### config.mk
export PLATFORM = sky130hd
export DESIGN_NAME = nccs_cell
export DESIGN_NICKNAME = d
export VERILOG_FILES = /design/src/design/nccs_pkg.sv /design/src/design/nccs_cell.sv
export SDC_FILE = /design/constraint.sdc
export NUM_CORES = 1
export LEC_CHECK = 0
export BUFFER_PORTS_ARGS = -buffer_cell sky130_fd_sc_hd__clkbuf_2
export CORE_ASPECT_RATIO = 0.75
export CORE_MARGIN = 1.5
export CORE_UTILIZATION = 45
export CTS_CLUSTER_DIAMETER = 40
export CTS_CLUSTER_SIZE = 40
export DETAILED_ROUTE_END_ITERATION = 8
export GPL_TIMING_DRIVEN = 0
export PLACE_DENSITY = 0.75
export SKIP_CTS_REPAIR_TIMING = 1
export SLEW_MARGIN = 10
export SYNTH_ARGS = -nofsm -noshare
export SYNTH_HDL_FRONTEND = slang
export SYNTH_SLANG_ARGS = --single-unit
### constraint.sdc
create_clock -name clk -period 7.4 [get_ports clk]
set_clock_uncertainty 0.05 [all_clocks]
set_input_delay 1.48 -clock clk [delete_from_list [all_inputs] [get_ports clk]]
set_output_delay 1.48 -clock clk [all_outputs]
set_load 0.02 [all_outputs]
### src/design/nccs_pkg.sv
// shared constants, register codes and width helpers of the ncc stereo block
package nccs_pkg;

  // default sizes
  localparam int MAX_WIDTH_DEF     = 1024;
  localparam int MAX_HEIGHT_DEF    = 4096;
  localparam int WINDOW_RADIUS_DEF = 4;
  localparam int DISP_RANGE_DEF    = 32;

  // port widths
  localparam int PIX_W       = 8;
  localparam int IN_TDATA_W  = 16;
  localparam int OUT_TDATA_W = 48;
  localparam int CFG_IDX_W   = 3;
  localparam int CFG_DATA_W  = 16;

  // configuration register reset values
  localparam logic [10:0]        IMAGE_WIDTH_RST  = 11'd640;
  localparam logic [12:0]        IMAGE_HEIGHT_RST = 13'd480;
  localparam logic signed [6:0]  DISP_LOW_RST     = -7'sd30;
  localparam logic signed [6:0]  DISP_HIGH_RST    = -7'sd7;
  localparam logic signed [15:0] THRESHOLD_RST    = 16'sd31130;

  // configuration register indexes
  typedef enum logic [CFG_IDX_W-1:0] {
    REG_IMAGE_WIDTH  = 3'd0,
    REG_IMAGE_HEIGHT = 3'd1,
    REG_DISP_LOW     = 3'd2,
    REG_DISP_HIGH    = 3'd3,
    REG_THRESHOLD    = 3'd4
  } cfg_reg_t;

  // pixels in one square window
  function automatic int pix_count(input int radius);
    return (2 * radius + 1) * (2 * radius + 1);
  endfunction

  // width of a window sum of pixels
  function automatic int sum_w(input int radius);
    return $clog2(pix_count(radius) * 255 + 1);
  endfunction

  // width of a window sum of pixel products
  function automatic int sq_sum_w(input int radius);
    return $clog2(pix_count(radius) * 65025 + 1);
  endfunction

  // width of the pixel count itself
  function automatic int cnt_w(input int radius);
    return $clog2(pix_count(radius) + 1);
  endfunction

endpackage

### src/design/nccs_cell.sv
// one disparity cell: window sums for one shift, left pixel passed on to the next cell
module nccs_cell #(
  parameter int WINDOW_RADIUS = nccs_pkg::WINDOW_RADIUS_DEF
) (
  input  logic                                          clk,
  input  logic                                          rst_n,
  input  logic                                          clr,
  input  logic [nccs_pkg::PIX_W-1:0]                    l_pix_i,
  input  logic                                          l_vld_i,
  input  logic [nccs_pkg::PIX_W-1:0]                    r_pix_i,
  input  logic                                          r_vld_i,
  output logic [nccs_pkg::PIX_W-1:0]                    l_pix_o,
  output logic                                          l_vld_o,
  output logic [nccs_pkg::sum_w(WINDOW_RADIUS)-1:0]     s1_o,
  output logic [nccs_pkg::sum_w(WINDOW_RADIUS)-1:0]     s2_o,
  output logic [nccs_pkg::sq_sum_w(WINDOW_RADIUS)-1:0]  s11_o,
  output logic [nccs_pkg::sq_sum_w(WINDOW_RADIUS)-1:0]  s22_o,
  output logic [nccs_pkg::sq_sum_w(WINDOW_RADIUS)-1:0]  s12_o
);

  localparam int SW1 = nccs_pkg::sum_w(WINDOW_RADIUS);
  localparam int SW2 = nccs_pkg::sq_sum_w(WINDOW_RADIUS);

  logic [nccs_pkg::PIX_W-1:0] l_pix_r;
  logic                       l_vld_r;
  logic [SW1-1:0]             s1_r, s2_r;
  logic [SW2-1:0]             s11_r, s22_r, s12_r;
  logic [15:0]                p11, p22, p12;
  logic                       hit;

  // products of the pixel pair in this cell
  always_comb begin
    p11 = 16'(l_pix_i) * 16'(l_pix_i);
    p22 = 16'(r_pix_i) * 16'(r_pix_i);
    p12 = 16'(l_pix_i) * 16'(r_pix_i);
    hit = l_vld_i && r_vld_i;
  end

  // left pixel shift to the neighbour
  always_ff @(posedge clk) begin
    if (!rst_n) begin
      l_vld_r <= 1'b0;
    end else if (clr) begin
      l_vld_r <= 1'b0;
    end else begin
      l_vld_r <= l_vld_i;
    end
    l_pix_r <= l_pix_i;
  end

  // window sums
  always_ff @(posedge clk) begin
    if (clr) begin
      s1_r  <= '0;
      s2_r  <= '0;
      s11_r <= '0;
      s22_r <= '0;
      s12_r <= '0;
    end else if (hit) begin
      s1_r  <= s1_r + SW1'(l_pix_i);
      s2_r  <= s2_r + SW1'(r_pix_i);
      s11_r <= s11_r + SW2'(p11);
      s22_r <= s22_r + SW2'(p22);
      s12_r <= s12_r + SW2'(p12);
    end
  end

  assign l_pix_o = l_pix_r;
  assign l_vld_o = l_vld_r;
  assign s1_o    = s1_r;
  assign s2_o    = s2_r;
  assign s11_o   = s11_r;
  assign s22_o   = s22_r;
  assign s12_o   = s12_r;

endmodule

Word level (Yosys, flattened, before mapping):

Cells that the tools add are included.

* word-level logic and storage cells: 18
* register bits after elaboration: 108
* input port bits: 21

* bitwise logic cells: 1
* add/subtract/negate cells: 5
* $mul: 3
* reductions and logical operators: 2

Operators by type and width (count)
* 23-bit by 16-bit adder with 23-bit output: 3
* 8-bit by 8-bit multiplier with 16-bit output: 3
* 15-bit by 8-bit adder with 15-bit output: 2
* 2-bit OR reduction: 1
* 1-bit logical AND: 1
* 1-bit NOT: 1

Longest topological paths before layout:

* depth in word-level cells: 2
* mapped depth: 20
* mapped depth without buffers: 18

Worst setup path before layout:

OpenSTA, ideal clock, no wires.

* path kind: input to register
* from: input port l_pix_i[5] (netlist bit)
* to: register s12_r[20], in the netlist s12_o[20]
* arrival time: 5.590 ns
* setup time: 0.123 ns
* path slack: 1.637 ns
* cell stages on the path: 16
* data required time: 7.227 ns
* path buffers: 2
* path through: clkbuf_1 -> and2_1 -> fa_1 -> fa_1 -> inv_1 -> fa_1 -> inv_1 -> fa_1 -> ha_1 -> clkbuf_1 -> a21o_1 -> a21oi_1 -> nand2_1 -> a221o_1 -> nand4_1 -> mux2_1

* longest elaborated chain between the ends: 2

RTL lines
* start: declaration: line nccs_cell.sv:8 `input logic [nccs_pkg::PIX_W-1:0] l_pix_i,`
* 8-bit by 8-bit multiplier with 16-bit output: line nccs_cell.sv:35 `p12 = 16'(l_pix_i) * 16'(r_pix_i);`
* 23-bit by 16-bit adder with 23-bit output: line nccs_cell.sv:64 `s12_r <= s12_r + SW2'(p12);`
* end signal: assignment: line nccs_cell.sv:64
* end: declaration: line nccs_cell.sv:27 `logic [SW2-1:0] s11_r, s22_r, s12_r;`

No other way between the ends.
A chain may end at the register's enable or synchronous reset.

Final worst setup path:

* from: input port l_pix_i[6] (netlist bit)
* to: register s12_r[22], in the netlist s12_o[22]

The elaborated chain is that of the path after synthesis.

==> run metrics <==
min Tclk post-route between 6 and 7 ns; tightest slew margin relative to the limit approximately 32%; DRC violations left 0; via count of the first global-routing pass 9,906; FF+latch area between 2000 and 2500 µm²; unrepaired setup endpoints after global routing no; Area Growth Syn to Fin 11.4%; FP Rows 51; net count of the mapped netlist 1,713; worst-margin pin slew a little over 1 ns; insertion delay of the later-clocked pin in the worst-skew pair ~0.37 ns; total via count in the routed design 10,200; number of buffers added on ports between 100 and 150; adder and majority cell fraction of the synthesized area a little under two fifths; peak supply drop around 0.00019 V; Hold Path Depth 2; Critical Path Fanout Max 11; clock-pin transition on the worst setup and hold timing paths roughly 0.080 ns; pin count of the biggest net entering global routing 18; number of sinks on the clock net between 100 and 150; simple-gate area share of the yosys netlist between 15 and 20%; mean cell area of the mapped netlist about 8.3 µm²; core area between 20,000 and 30,000 µm²; Clock Path Buffers 2; final weighted congestion in routability-driven placement about 0.90; global-route wire length before repair around 53 mm; CTS H-tree depth 3; clock tree from TritonCTS built; reported leakage power approximately 6.5 nW; initial core utilization between 40 and 50%; footprint of the multi-input gates approximately 8500 µm²; Iter 0 DRT Violations between 900 and 1,000; number of pins with negative max-slew slack in the final report 0; setup TNS 0 ns; class of the worst hold path reg2reg; Clock Tree Root sky130_fd_sc_hd__clkbuf_16; detailed-placement wirelength estimate around 26 mm; required time at the endpoint of the critical path roughly 7.6 ns; number of endpoints with negative hold slack in the final report 0; Crit path arrival time roughly 6.8 ns; Critical Path Start Type input pin; most common cell after layout, fill and taps aside sky130_fd_sc_hd__inv_1; Setup CP Type in2reg; number of enable-type register cells in the synthesized netlist 0; Worst Setup End Kind flip-flop; fraction of synthesis flops using an asynchronous set or reset pin 0%; Global Route Usage Sum around a quarter; floorplan die height ~140 µm; number of register bits inferred by synthesis 108; Synth Instances 1,421; portion of netlist area occupied by mux cells 0.997%; total wire length after detailed routing about 33 mm; proportion of synthesized chip area in sequential cells between 10% and 20%; overflow left after global routing 0; yosys synthesis warning count 0; average wire length per cell after detail routing around 17 µm; synth unique cells 65; antenna violations before repair 0; xor/xnor cell area share of the yosys netlist under 10%; Max Freq 0.151 GHz; Filler Cells Inserted 2,439; final number of setup-violating endpoints 0; commonest non-fill, non-tap cells in the layout sky130_fd_sc_hd__inv_1, sky130_fd_sc_hd__nand2_1, sky130_fd_sc_hd__ha_1, sky130_fd_sc_hd__clkbuf_2, sky130_fd_sc_hd__fa_1; total die area 27,200 µm²; reported max-cap violation count 0; run status finished, final reports clean; mean number of vias per cell ~5.4; remaining antenna violation count after routing 0; Layout Utilization just over 50%; layout cell share with drive strength beyond 1 a little over 10%; Horiz. Die Dim approximately 190 µm; Register-to-Register Path Depth 16; compound-cell area share of the yosys netlist 12.0%; combinational family with the most area after synthesis adder cells; final period utilization approximately 90%; antenna diode instance count 0; Primary FF master, synth sky130_fd_sc_hd__dfxtp_1; power density cells ~320 nW/µm²; detailed-routing iteration count for the pre-antenna-repair pass 7; area of the mapped netlist about 12,000 µm²; cts bufs inserted 9; Final #Nets between 1,500 and 2,000; IO Pins around 130
-- metal layers --
metal	share of wire, %	vias to the layer above	track usage, %
li1	-	4829	-
met2	43	486	38.6
met3	12	44	7.15
met1	43	4854	35.2
met4	1.7	0	6.52
met5	0	-	0
-- worst max-delay path, stage by stage --
cell and delay (ns):
sky130_fd_sc_hd__clkbuf_2 0.25, sky130_fd_sc_hd__clkbuf_1 0.54, sky130_fd_sc_hd__nand2_1 0.17, sky130_fd_sc_hd__fa_1 0.54, sky130_fd_sc_hd__inv_1 0.06, sky130_fd_sc_hd__fa_1 0.52
sky130_fd_sc_hd__inv_1 0.06, sky130_fd_sc_hd__fa_1 0.44, sky130_fd_sc_hd__fa_1 0.52, sky130_fd_sc_hd__inv_1 0.05, sky130_fd_sc_hd__ha_1 0.36, sky130_fd_sc_hd__a21oi_1 0.33
sky130_fd_sc_hd__nand2_1 0.17, sky130_fd_sc_hd__o211ai_1 0.33, sky130_fd_sc_hd__nand2_1 0.17, sky130_fd_sc_hd__a221o_1 0.39, sky130_fd_sc_hd__nand3_1 0.12, sky130_fd_sc_hd__mux2_1 0.33
-- area by class of cell --
cell class                      instances  area share, %
Clock buffer                           11           1.85
Sequential cell                       108           16.4
Clock inverter                          4          0.257
Inverter                              259           7.40
Buffer                                 50           1.45
Tap cell                              344           3.27
Multi-Input combinational cell       1004           64.5
Timing Repair Buffer                  128           4.87
-- synthesized netlist by cell type, types with 23 or more instances --
master / number / share of area (%)
sky130_fd_sc_hd__a21oi_1: 100 / 4.2
sky130_fd_sc_hd__and2_1: 70 / 3.7
sky130_fd_sc_hd__clkbuf_1: 41 / 1.3
sky130_fd_sc_hd__dfxtp_1: 108 / 18
sky130_fd_sc_hd__fa_1: 126 / 21
sky130_fd_sc_hd__ha_1: 145 / 15
sky130_fd_sc_hd__inv_1: 259 / 8.2
sky130_fd_sc_hd__nand2_1: 179 / 5.7
sky130_fd_sc_hd__nand3_1: 28 / 1.2
sky130_fd_sc_hd__nor2_1: 72 / 2.3
sky130_fd_sc_hd__nor2b_1: 29 / 1.5
sky130_fd_sc_hd__o21ai_0: 29 / 1.2
sky130_fd_sc_hd__xnor2_1: 35 / 2.6
sky130_fd_sc_hd__xor2_1: 23 / 1.7
-- flip-flops by register name (all words and copies together) (netlist names) --
signal   cells
s11_o       23
s12_o       23
l_vld_o      1
s2_o        15
s22_o       23
s1_o        15
l_pix_o      8
-- report_power, final --
| part | leakage (nW) | internal, mW | switching, mW |
|---|---|---|---|
| Sequential | 0.881 | 0.663 | 0.0835 |
| Clock | 0.138 | 0.240 | 0.253 |
| Combinational | 5.53 | 1.15 | 1.76 |
-- worst paths after layout --
path,from,end,slack (ns)
max,l_pix_i[6],s12_o[22],0.77
min,s22_o[7],s22_o[7],0.42
max reg2reg,s12_o[6],s12_o[22],2.30
min reg2reg,s22_o[7],s22_o[7],0.42
-- cell families (layout without fill, tap and decap cells) --
kind of cell    after synthesis  count (layout)
simple gates                441             441
mux                          11              11
compound gates              223             223
flops                       108             108
fa+ha+maj                   271             271
xor+xnor                     58              58
buf+inv                     309             452
-- stage by stage --
stage	hold slack [ns]	worst slack, ns	cells	area [µm²]	power [mW]
after floorplan	0.487	1.64	1421	11800	2.96
after global placement	0.406	0.656	1893	12900	3.50
after detailed placement	0.415	0.502	1893	12900	3.61
after CTS	0.425	0.878	1908	13100	4.13
after global routing	0.450	0.671	1908	13100	4.55
final	0.424	0.769	1908	13100	4.15
Power figures use the tool's default switching activity.
